[src/hdl/bcs_pkg.sv]
// Package for the bad-character string search block.
// Holds the sizes, the register index codes and the controller/datapath structs.
// No dependencies.
package bcs_pkg;

	localparam int TEXT_DEPTH  = 64;
	localparam int PATTERN_MAX = 8;
	localparam int MAX_OUT     = 64;

	localparam int BYTE_W     = 8;
	localparam int POS_W      = 6;
	localparam int LEN_W      = 4;
	localparam int CFG_DATA_W = PATTERN_MAX * BYTE_W;
	localparam int CFG_IDX_W  = 1;

	localparam int TEXT_AW = $clog2(TEXT_DEPTH);
	localparam int CNT_W   = TEXT_AW + 1;
	localparam int SH_W    = CNT_W + 1;
	localparam int IDX_W   = (PATTERN_MAX > 1) ? $clog2(PATTERN_MAX) : 1;
	localparam int OCNT_W  = $clog2(MAX_OUT) + 1;

	typedef enum logic [CFG_IDX_W-1:0] {
		CFG_PATTERN_BYTES  = 1'b0,
		CFG_PATTERN_LENGTH = 1'b1
	} bcs_cfg_idx_t;

	// Commands from the controller to the datapath.
	typedef struct packed {
		logic load;    // store an accepted text byte
		logic init;    // start a search at shift zero
		logic cmp_go;  // apply the current compare result
		logic finish;  // emit the final result and empty the buffer
	} bcs_cmd_t;

	// Status from the datapath to the controller.
	typedef struct packed {
		logic done;        // no further shift fits, or the result limit is reached
		logic full_match;  // the compare at index zero succeeded
		logic pend_valid;  // a match position is held back
		logic out_free;    // the output register can take a result
	} bcs_status_t;

endpackage

[src/hdl/bcs_ctrl.sv]
// Controller state machine of the bad-character string search block.
// Sequences loading, compare steps and result emission. Depends on bcs_pkg.
module bcs_ctrl import bcs_pkg::*; (
	input  logic        clk,
	input  logic        arst_n,
	input  logic        text_valid,
	input  logic        last_byte,
	output logic        text_ready,
	input  bcs_status_t status,
	output bcs_cmd_t    cmd
);

	typedef enum logic [2:0] {
		ST_LOAD,
		ST_INIT,
		ST_CHECK,
		ST_CMP,
		ST_FINISH
	} state_t;

	state_t state_q;
	logic   stall_cmp;

	// A full match must hand the held-back position to the output register first.
	assign stall_cmp = status.full_match && status.pend_valid && !status.out_free;

	always_comb begin
		cmd        = '0;
		cmd.load   = (state_q == ST_LOAD) && text_valid;
		cmd.init   = (state_q == ST_INIT);
		cmd.cmp_go = (state_q == ST_CMP) && !stall_cmp;
		cmd.finish = (state_q == ST_FINISH) && status.out_free;
		text_ready = (state_q == ST_LOAD);
	end

	always_ff @(posedge clk or negedge arst_n) begin
		if (!arst_n) begin
			state_q <= ST_LOAD;
		end else begin
			unique case (state_q)
				ST_LOAD: begin
					if (text_valid && last_byte) state_q <= ST_INIT;
				end
				ST_INIT: begin
					state_q <= ST_CHECK;
				end
				ST_CHECK: begin
					state_q <= status.done ? ST_FINISH : ST_CMP;
				end
				ST_CMP: begin
					if (!stall_cmp) state_q <= ST_CHECK;
				end
				ST_FINISH: begin
					if (status.out_free) state_q <= ST_LOAD;
				end
				default: begin
					state_q <= ST_LOAD;
				end
			endcase
		end
	end

endmodule

[src/hdl/bcs_datapath.sv]
// Datapath of the bad-character string search block: configuration registers,
// text buffer, shift and compare index, skip logic and output register. Depends on bcs_pkg.
module bcs_datapath import bcs_pkg::*; (
	input  logic                  clk,
	input  logic                  arst_n,
	input  logic                  cfg_write,
	input  logic [CFG_IDX_W-1:0]  cfg_index,
	input  logic [CFG_DATA_W-1:0] cfg_data,
	input  logic [BYTE_W-1:0]     text_byte,
	input  bcs_cmd_t              cmd,
	output bcs_status_t           status,
	output logic                  match_valid,
	input  logic                  match_ready,
	output logic [POS_W-1:0]      match_position,
	output logic                  match_found,
	output logic                  last_result
);

	logic [CFG_DATA_W-1:0] pattern_q;
	logic [LEN_W-1:0]      length_q;
	logic [CNT_W-1:0]      count_q;
	logic [SH_W-1:0]       shift_q;
	logic [IDX_W-1:0]      idx_q;
	logic [OCNT_W-1:0]     out_cnt_q;
	logic                  pend_valid_q;
	logic [POS_W-1:0]      pend_pos_q;
	logic [BYTE_W-1:0]     rdata_q;
	logic                  out_valid_q;
	logic [POS_W-1:0]      out_pos_q;
	logic                  out_found_q;
	logic                  out_last_q;

	logic [BYTE_W-1:0] text_mem [TEXT_DEPTH];

	logic [LEN_W-1:0]   m_len;
	logic [IDX_W-1:0]   m_last;
	logic [BYTE_W-1:0]  pat_byte;
	logic [TEXT_AW-1:0] rd_addr;
	logic [SH_W:0]      end_sum;
	logic               eq;
	logic               rm_hit;
	logic [LEN_W-1:0]   rm_pos;
	logic [LEN_W-1:0]   idx_ext;
	logic [LEN_W-1:0]   skip;
	logic               push_mid;
	logic               push_fin;
	logic               store_wr;

	// Effective pattern length: zero counts as one, large values saturate.
	always_comb begin
		if (length_q == '0) begin
			m_len = LEN_W'(1);
		end else if (length_q > LEN_W'(PATTERN_MAX)) begin
			m_len = LEN_W'(PATTERN_MAX);
		end else begin
			m_len = length_q;
		end
	end

	assign m_last   = IDX_W'(m_len - LEN_W'(1));
	assign pat_byte = pattern_q[idx_q*BYTE_W +: BYTE_W];
	assign rd_addr  = TEXT_AW'(shift_q + SH_W'(idx_q));
	assign end_sum  = {1'b0, shift_q} + (SH_W+1)'(m_len);
	assign eq       = (pat_byte == rdata_q);
	assign idx_ext  = LEN_W'(idx_q);

	// Rightmost position of the mismatching text byte within the active pattern.
	// The highest matching index wins, so the ascending loop keeps the last hit.
	always_comb begin
		rm_hit = 1'b0;
		rm_pos = '0;
		for (int k = 0; k < PATTERN_MAX; k++) begin
			if ((LEN_W'(k) < m_len) && (pattern_q[k*BYTE_W +: BYTE_W] == rdata_q)) begin
				rm_hit = 1'b1;
				rm_pos = LEN_W'(k);
			end
		end
	end

	always_comb begin
		if (!rm_hit) begin
			skip = idx_ext + LEN_W'(1);
		end else if (rm_pos >= idx_ext) begin
			skip = LEN_W'(1);
		end else begin
			skip = idx_ext - rm_pos;
		end
	end

	assign status.done       = (end_sum > (SH_W+1)'(count_q)) ||
	                           (out_cnt_q >= OCNT_W'(MAX_OUT));
	assign status.full_match = eq && (idx_q == '0);
	assign status.pend_valid = pend_valid_q;
	assign status.out_free   = !out_valid_q || match_ready;

	assign push_mid = cmd.cmp_go && status.full_match && pend_valid_q;
	assign push_fin = cmd.finish;
	assign store_wr = cmd.load && (count_q < CNT_W'(TEXT_DEPTH));

	always_ff @(posedge clk or negedge arst_n) begin
		if (!arst_n) begin
			pattern_q    <= '0;
			length_q     <= LEN_W'(1);
			count_q      <= '0;
			shift_q      <= '0;
			idx_q        <= '0;
			out_cnt_q    <= '0;
			pend_valid_q <= 1'b0;
			out_valid_q  <= 1'b0;
		end else begin
			if (cfg_write) begin
				unique case (bcs_cfg_idx_t'(cfg_index))
					CFG_PATTERN_BYTES:  pattern_q <= cfg_data;
					CFG_PATTERN_LENGTH: length_q  <= cfg_data[LEN_W-1:0];
					default:            pattern_q <= pattern_q;
				endcase
			end
			if (store_wr) count_q <= count_q + CNT_W'(1);
			if (cmd.finish) count_q <= '0;
			if (cmd.init) begin
				shift_q      <= '0;
				idx_q        <= m_last;
				out_cnt_q    <= '0;
				pend_valid_q <= 1'b0;
			end
			if (cmd.cmp_go) begin
				if (!eq) begin
					shift_q <= shift_q + SH_W'(skip);
					idx_q   <= m_last;
				end else if (idx_q != '0) begin
					idx_q <= idx_q - IDX_W'(1);
				end else begin
					shift_q      <= shift_q + SH_W'(1);
					idx_q        <= m_last;
					out_cnt_q    <= out_cnt_q + OCNT_W'(1);
					pend_valid_q <= 1'b1;
				end
			end
			if (push_mid || push_fin) begin
				out_valid_q <= 1'b1;
			end else if (match_ready) begin
				out_valid_q <= 1'b0;
			end
		end
	end

	always_ff @(posedge clk) begin
		if (store_wr) text_mem[count_q[TEXT_AW-1:0]] <= text_byte;
		rdata_q <= text_mem[rd_addr];
		if (cmd.cmp_go && status.full_match) pend_pos_q <= shift_q[POS_W-1:0];
		if (push_mid) begin
			out_pos_q   <= pend_pos_q;
			out_found_q <= 1'b1;
			out_last_q  <= 1'b0;
		end else if (push_fin) begin
			out_pos_q   <= pend_valid_q ? pend_pos_q : '0;
			out_found_q <= pend_valid_q;
			out_last_q  <= 1'b1;
		end
	end

	assign match_valid    = out_valid_q;
	assign match_position = out_pos_q;
	assign match_found    = out_found_q;
	assign last_result    = out_last_q;

	a_push_when_free: assert property (@(posedge clk) disable iff (!arst_n)
		(push_mid || push_fin) |-> (!out_valid_q || match_ready))
		else $error("result pushed into an occupied output register");

	a_count_bound: assert property (@(posedge clk) disable iff (!arst_n)
		count_q <= CNT_W'(TEXT_DEPTH))
		else $error("text count beyond buffer depth");

	a_finish_clears: assert property (@(posedge clk) disable iff (!arst_n)
		cmd.finish |=> (count_q == '0))
		else $error("text count not cleared after a search");

	a_result_limit: assert property (@(posedge clk) disable iff (!arst_n)
		out_cnt_q <= OCNT_W'(MAX_OUT))
		else $error("result count beyond its limit");

endmodule

[src/hdl/bad_character_string_search.sv]
// Top level of the bad-character string search block.
// Instantiates bcs_ctrl and bcs_datapath; depends on bcs_pkg.
//
//   Channel   Signals                                        Direction  Handshake
//   text      text_byte, last_byte                           in         text_valid / text_ready
//   match     match_position, match_found, last_result       out        match_valid / match_ready
//   config    cfg_index, cfg_data                            in         cfg_write (no wait)
//
// Loading accepts one text byte per cycle while text_ready is high; bytes past the 64-entry buffer are dropped.
// After the transfer that carries last_byte, the search passes a setup state, then for
// each character compare a state that reads the single buffer port and one that compares
// and steps, then a check that finds the search done and a state to emit the final result.
// Reset clears all control state; buffer contents are undefined until written.
// A stalled match port holds back the search when a second match is found while a result
// still waits, and holds the final result until the output register is free; new text is
// taken while the final result waits to be taken.
module bad_character_string_search import bcs_pkg::*; (
	input  logic                  clk,
	input  logic                  arst_n,
	input  logic                  cfg_write,
	input  logic [CFG_IDX_W-1:0]  cfg_index,
	input  logic [CFG_DATA_W-1:0] cfg_data,
	input  logic                  text_valid,
	output logic                  text_ready,
	input  logic [BYTE_W-1:0]     text_byte,
	input  logic                  last_byte,
	output logic                  match_valid,
	input  logic                  match_ready,
	output logic [POS_W-1:0]      match_position,
	output logic                  match_found,
	output logic                  last_result
);

	// Commands flow from the controller to the datapath, status flows back.
	bcs_cmd_t    cmd;
	bcs_status_t status;

	// The controller decides when a byte transfer is taken and when each
	// compare step or result emission may proceed.
	bcs_ctrl u_ctrl (
		.clk        (clk),
		.arst_n     (arst_n),
		.text_valid (text_valid),
		.last_byte  (last_byte),
		.text_ready (text_ready),
		.status     (status),
		.cmd        (cmd)
	);

	// The datapath holds the pattern, the text buffer, the search position and
	// the output register. The rightmost position of a byte in the pattern is
	// found by comparing it against every active pattern byte at once.
	bcs_datapath u_datapath (
		.clk            (clk),
		.arst_n         (arst_n),
		.cfg_write      (cfg_write),
		.cfg_index      (cfg_index),
		.cfg_data       (cfg_data),
		.text_byte      (text_byte),
		.cmd            (cmd),
		.status         (status),
		.match_valid    (match_valid),
		.match_ready    (match_ready),
		.match_position (match_position),
		.match_found    (match_found),
		.last_result    (last_result)
	);

endmodule

[config.mk]
export PLATFORM = sky130hd
export DESIGN_NAME = bad_character_string_search
export DESIGN_NICKNAME = d
export VERILOG_FILES = /design/src/hdl/bcs_pkg.sv /design/src/hdl/bcs_ctrl.sv /design/src/hdl/bcs_datapath.sv /design/src/hdl/bad_character_string_search.sv
export SDC_FILE = /design/constraint.sdc
export NUM_CORES = 1
export LEC_CHECK = 0
export BUFFER_PORTS_ARGS = -buffer_cell sky130_fd_sc_hd__buf_2
export CELL_PAD_IN_SITES_DETAIL_PLACEMENT = 0
export CELL_PAD_IN_SITES_GLOBAL_PLACEMENT = 1
export CORE_MARGIN = 4
export CORE_UTILIZATION = 38
export CTS_CLUSTER_DIAMETER = 40
export DETAILED_ROUTE_END_ITERATION = 6
export PLACE_DENSITY_LB_ADDON = 0.2
export SETUP_SLACK_MARGIN = 0.2
export SLEW_MARGIN = 20
export SYNTH_ARGS = -nofsm -noshare
export SYNTH_HDL_FRONTEND = slang
export SYNTH_HIERARCHICAL = 1
export SYNTH_SLANG_ARGS = --single-unit
export TNS_END_PERCENT = 10
[constraint.sdc]
create_clock -name clk -period 12.9 [get_ports clk]
set_clock_uncertainty 0.05 [all_clocks]
set_input_delay 1.29 -clock clk [delete_from_list [all_inputs] [get_ports clk]]
set_output_delay 1.29 -clock clk [all_outputs]
set_load 0.05 [all_outputs]
=== Word-level counts from Yosys, hierarchy flattened ===
Memories as Yosys holds them, arrays and structs flattened. A register that Yosys moved wholly into a read port is not among the register bits.
Cells that the tools add are included.

* Flip-flop bits (word level): 112
* Bits in writable memories: 512
* Input bits: 79
* Output and inout bits: 10
* Memories: 1

* Add/subtract/negate cells: 10
* $lt $le $gt $ge: 13
* Equal/unequal tests: 16
* Shifts and indexed selects: 1
* Mux-type cells: 49
* Bitwise logic cells: 1
* Reduce and logical (&&, ||, !) cells: 35

{| class="wikitable"
|+ Memories
! memory !! words !! bits a word !! rd ports !! clocked after memory_dff !! write ports !! line !! text
|-
| u_datapath.text_mem || 64 || 8 || 1 || 1 || 1 || bcs_datapath.sv:33 || <nowiki>logic [BYTE_W-1:0] text_mem [TEXT_DEPTH];</nowiki>
|}

{| class="wikitable"
|+ Operator list
! kind !! number
|-
| $eq A8 B8 Y1 || 9
|-
| $shiftx A64 B7 Y8 || 1
|-
| $mux W7 || 6
|-
| $mux W3 || 12
|-
| $mux W8 || 4
|-
| $logic_and A1 B1 Y1 || 18
|-
| $mux W6 || 3
|-
| $mux W1 || 17
|-
| $lt A3 B4 Y1 const A || 4
|-
| $mux W4 || 4
|-
| $pmux W3 S5 || 1
|-
| $add A7 B1 Y7 const B || 2
|-
| $add A8 B4 Y9 || 1
|-
| $gt A9 B7 Y1 || 1
|-
| $add A8 B1 Y8 const B || 1
|-
| $add A8 B4 Y8 || 1
|-
| $lt A1 B4 Y1 const A || 2
|-
| $lt A2 B4 Y1 const A || 2
|-
| $reduce_bool A2 Y1 || 4
|-
| $ge A7 B7 Y1 const B || 1
|-
| $lt A7 B7 Y1 const B || 1
|-
| $add A6 B3 Y6 || 1
|-
| $eq A3 B2 Y1 const B || 2
|-
| $logic_not A3 Y1 || 2
|-
| 17 further kinds || 25
|}

=== Depth between registers and ports, before layout ===
* Depth after elaboration: 18
* Mapped depth: 30
* Gate-level depth less buffers: 29

=== Cells and area by module ===
The synthesis kept the hierarchy.

{| class="wikitable"
|+ Modules (own cells, without submodules)
! module !! times used !! cells an instance !! area an instance (um^2) !! seq. area each (um^2)
|-
| bcs_datapath || 1 || 1454 || 26770.7 || 18313.8
|-
| bcs_ctrl || 1 || 19 || 186.4 || 75.1
|}

=== Least setup slack after synthesis ===
No wires, ideal clock.

* Path kind: register to register
* Start: reg u_datapath.length_q[2]
* End: reg u_datapath.shift_q[7]
* Library setup time: 136 ps
* Arrival time: 4662 ps
* Required time: 12714 ps
* Slack: 8051 ps
* Stages on the path, launching flop included: 29
* Buffers on the path: 1
* Clock period less this slack: 4849 ps
* Path through: dfrtp_1 > clkbuf_1 > nor2_1 > nor2_1 > nor2_1 > inv_1 > ha_1 > nor2b_1 > o211ai_1 > nor4_1 > o21ai_0 > nand2_1 > nand2_1 > ha_1 > fa_1 > inv_1 > fa_1 > inv_1 > a31oi_1 > nand2b_1 > o21ai_0 > ha_1 > a21o_1 > a21oi_1 > nor2b_1 > o21a_1 > mux4_2 > nand3_1 > o21ai_0

* Cells in the longest elaborated chain, start to end: 18

{| class="wikitable"
|+ RTL lines
! what !! line !! text
|-
| from (decl) || bcs_datapath.sv:20 || <nowiki>logic [LEN_W-1:0] length_q;</nowiki>
|-
| from (signal assigned) || bcs_datapath.sv:114 || <nowiki>CFG_PATTERN_LENGTH: length_q <= cfg_data[LEN_W-1:0];</nowiki>
|-
| $gt A4 B4 Y1 || bcs_datapath.sv:53 || <nowiki>end else if (length_q > LEN_W'(PATTERN_MAX)) begin</nowiki>
|-
| $mux W4 || bcs_datapath.sv:53 ||
|-
| $mux W4 (*) || bcs_datapath.sv:51 || <nowiki>if (length_q == '0) begin</nowiki>
|-
| $lt A1 B4 Y1 || bcs_datapath.sv:73 || <nowiki>if ((LEN_W'(k) < m_len) && (pattern_q[k*BYTE_W +: BYTE_W] == rdata_q)) begin</nowiki>
|-
| $logic_and A1 B1 Y1 || bcs_datapath.sv:73 ||
|-
| $mux W1 || bcs_datapath.sv:73 ||
|-
| $mux W2 (2 in a row) || bcs_datapath.sv:73 ||
|-
| $mux W3 (4 in a row) || bcs_datapath.sv:73 ||
|-
| $sub A3 B3 Y4 or $ge A3 B3 Y1 (tied branches) || bcs_datapath.sv:86, bcs_datapath.sv:83 ||
|-
| $mux W4 || bcs_datapath.sv:83 || <nowiki>end else if (rm_pos >= idx_ext) begin</nowiki>
|-
| $mux W4 (*) || bcs_datapath.sv:81 || <nowiki>if (!rm_hit) begin</nowiki>
|-
| $add A8 B4 Y8 (*) || bcs_datapath.sv:128 || <nowiki>shift_q <= shift_q + SH_W'(skip);</nowiki>
|-
| $mux W8 (*) || bcs_datapath.sv:127 || <nowiki>if (!eq) begin</nowiki>
|-
| $mux W8 (*) || bcs_datapath.sv:126 || <nowiki>if (cmd.cmp_go) begin</nowiki>
|-
| to (signal assigned) || bcs_datapath.sv:128 ||
|-
| to (signal assigned) || bcs_datapath.sv:133 || <nowiki>shift_q <= shift_q + SH_W'(1);</nowiki>
|-
| to (decl) || bcs_datapath.sv:22 || <nowiki>logic [SH_W-1:0] shift_q;</nowiki>
|}

Mark *: on every way between the ends. The rest lies on a longest branch, timed or not.
A chain may end at the register's enable or synchronous reset.

=== Final worst setup path ===
Same ends and word-level chain as after synthesis.

==> results.py <==
metrics = {
    "run_status": {
        "outcome": "completed",
    },
    "timing": {
        "tightest_slew_ns": 0.961,
        "hold_viol_final": 0,
        "fin_crit_ns": 5.43,
        "slew_headroom": 0.357,
        "setup_tns_ns": 0,
        "drv_slew": 0,
        "fin_crit_sh": 0.421,
        "fmax_mhz": 184,
        "final-setup-viol-count": 0,
        "rsz0062_at_grt": "false",
    },
    "synth": {
        "ys_async_sr_fraction": 0.155,
        "netlist_area_sq_um": 27000,
        "synth_cell_types": 66,
        "synth_cells": 1473,
        "ys.flop_type": "edfxtp_1",
        "synth-seq-cells": 632,
        "mappedNetlistNets": 1587,
        "yosys_warnings": 6,
        "synth-edff-count": 524,
        "seq_area_frac_synth": 0.682,
        "synth.avg_cell_area_sq_um": 18.3,
    },
    "worst_setup_path": {
        "path_max_fanout": 9,
        "worst_setup_path_end_kind": "flop",
        "crit_arrival_ns": 5.84,
        "cp.required_ns": 13.31,
        "crit_type": "flop to flop",
        "critical_path.startpoint_type": "flop",
    },
    "cells_and_area": {
        "diodes": 0,
        "final_nets": 1715,
        "drive_above_1_share": 0.322,
        "finish.instance_area_sq_um": 31700,
        "fillers": 6171,
        "fin_cells": 2618,
        "area_growth_pct": 17.6,
    },
    "floorplan": {
        "initial_utilization": 0.384,
        "die-area_sq_um": 75300,
        "core_sq_um": 70100,
        "core.rowCount": 97,
        "ioPinCount": 89,
        "die_w_um": 274,
        "die_h_um": 274,
    },
    "power_and_ir_drop": {
        "power.density_nw_per_um2": 273,
        "power.total_w": 0.00866,
        "p_leak_nw": 10.8,
        "ir_drop_v": 0.000307,
    },
    "cts": {
        "cts_buffers": 90,
        "h-tree-depth": 3,
        "cts_root_buf": "clkbuf_16",
        "postCtsHoldBufs": 0,
        "path_clk_slew_ns": 0.05,
        "ctsResizeCount": 0,
        "clock_sinks": 632,
        "clk_latency_ns": 0.65,
        "cts_setup_buffers": 0,
        "clockBufferDepth": 3,
        "cts_tree": "yes",
    },
    "route": {
        "drc": 0,
        "drt_pass1_iterations": 5,
        "wl_per_cell_um": 24.8,
        "wl_met2_um": 31700,
        "routed_wl_um": 64900,
        "postRouteAntennaNets": 0,
        "drtIter0Drc": 1027,
        "num_vias": 13964,
        "via_per_inst": 5.33,
        "top_layer_used": "met4",
        "wl_met3_um": 3120,
        "m1WireLength_um": 28500,
    },
    "global_route": {
        "grt_pass1_vias": 14538,
        "grt_max_degree": 65,
        "antenna_found_initial": 0,
        "gr-total-overflow": 0,
        "grt_pass1_wl_um": 96500,
        "grt_usage": 0.174,
    },
    "placed_design": {
        "dp_cells": 2449,
        "io_buffer_count": 88,
        "gp_congestion": 0.781,
        "placed_cell_area_sq_um": 28500,
        "dpl.hpwl_um": 41400,
    },
    "worst_hold_path": {
        "hold_class": "flop to flop",
    },
    "flow_run": {
        "cap_violations": 0,
    },
}
## path summary, 6_finish.rpt
path | start | to | slack [ns] | depth (start not counted)
worst max-delay path | u_datapath/length_q[2]$_DFFE_PN0P_ | u_datapath/shift_q[7]$_DFF_PN0_ | 7.48 | 27
worst min-delay path | u_datapath/match_found$_SDFFE_PP1P_ | u_datapath/match_found$_SDFFE_PP1P_ | 0.44 | 2
worst max register to register | u_datapath/length_q[2]$_DFFE_PN0P_ | u_datapath/shift_q[7]$_DFF_PN0_ | 7.48 | 27
worst min register to register | u_datapath/match_found$_SDFFE_PP1P_ | u_datapath/match_found$_SDFFE_PP1P_ | 0.44 | 2
max in group asynchronous | arst_n | u_datapath/pattern_q[39]$_DFFE_PN0P_ | 11.01 | 2
min in group asynchronous | arst_n | u_datapath/out_cnt_q[3]$_DFF_PN0_ | 0.64 | 1
## cells in the mapped netlist (all sizes together) (13+ instances only)
cell      n  share of area
edfxtp  524           0.58
mux4    175           0.15
dfrtp    97          0.090
nor2     97          0.014
mux2     84          0.035
clkbuf   46         0.0064
xnor2    43          0.014
xor2     41          0.013
nand2    35         0.0049
ha       30          0.014
buf      28         0.0054
nand3    24         0.0046
a21oi    21         0.0039
inv      21         0.0029
nand4    17         0.0039
nor2b    16         0.0037
o21ai    16         0.0030
nor3     14         0.0026
mux2i    13         0.0048
## per-stage QoR
step	utilization	worst slack, ns	hold WS, ns
after floorplan	-	8.05	0.373
after global placement	0.406	7.57	0.430
after detailed placement	0.406	7.44	0.438
after CTS	0.452	7.44	0.449
after global routing	0.452	6.97	0.499
final	0.452	7.48	0.443
## worst max-delay path: stages (launching register included)
cell and delay (ns):
dfrtp_1 0.44, nor2_1 0.12, nor2_1 0.05, nor2_1 0.26, inv_1 0.11, ha_1 0.22, nor2b_1 0.11, o211ai_1 0.08
nor4_1 0.40, o21ai_0 0.16, nand2_1 0.08, nand2_1 0.06, ha_1 0.21, fa_1 0.36, inv_1 0.08, fa_1 0.16
inv_1 0.04, a31oi_1 0.27, nand2b_1 0.09, o21ai_0 0.33, ha_1 0.30, a21o_1 0.17, a21oi_1 0.17, nor2b_1 0.08
o21a_1 0.22, mux4_2 0.46, nand3_1 0.09, o21ai_0 0.10
## cell usage in the layout, fill, tap and decap left out, types with 6 or more instances in the layout
cell type,synthesis,final
mux4_2,175,175
clkinv_1,2,8
dfxtp_1,10,10
nand2_1,35,35
mux2_2,81,81
xor2_1,41,41
nor2b_1,16,15
buf_4,5,25
inv_1,20,20
a21oi_1,21,21
and2_1,8,8
a21o_1,9,9
mux2i_1,13,13
bufinv_16,0,13
xnor2_1,43,40
nand2b_1,11,11
o21a_1,6,6
edfxtp_1,524,524
clkinv_4,0,9
clkinvlp_4,0,13
nor2_1,97,97
clkbuf_16,0,93
nor4_1,10,9
clkbuf_1,46,11
o21ai_0,15,15
o22ai_1,12,12
nor3_1,14,14
buf_2,11,85
nand3_1,23,23
ha_1,30,29
clkinv_2,0,12
dfrtp_1,97,97
nand4_1,17,17
## cell type report
class,instances,area [sq um],area share
clock inverters,65,833,0.0263
flip-flops and latches,632,18400,0.580
well taps,940,1180,0.0371
repair buffers,110,613,0.0193
clock buffers,104,2370,0.0747
inverters,23,86.3,0.00272
multi-input cells,744,8230,0.260
## layer usage
layer,up-vias,track usage
li1,6175,-
met4,0,0.0473
met2,356,0.282
met5,-,0
met3,98,0.0334
met1,7335,0.241
## flip-flops by register name (all words and copies together), names as in the netlist
register                   cells
u_datapath/text_mem          512
u_datapath/pattern_q          64
u_datapath/rdata_q             8
u_datapath/shift_q             8
u_datapath/count_q             7
u_datapath/out_cnt_q           7
u_datapath/match_position      6
u_datapath/pend_pos_q          6
u_datapath/length_q            4
u_ctrl/state_q                 3
u_datapath/idx_q               3
u_datapath/last_result         1
u_datapath/match_found         1
u_datapath/match_valid         1
u_datapath/pend_valid_q        1
## kinds of logic after synthesis
logic type / synth area share
DFF: 0.682
AOI/OAI and AO/OA: 0.0252
and+or+nand+nor: 0.0466
adders and majority gates: 0.0176
muxes: 0.186
buffers and inverters: 0.0150
xor gates and xnor gates: 0.0273
## power by group
part	switching (W)	total, W	internal (W)
Combinational	0.00188	0.00367	0.00179
Clock	0.000947	0.00255	0.00160
Sequential	0.000156	0.00245	0.00229
Note: power is estimated with default switching activity, not from simulation.
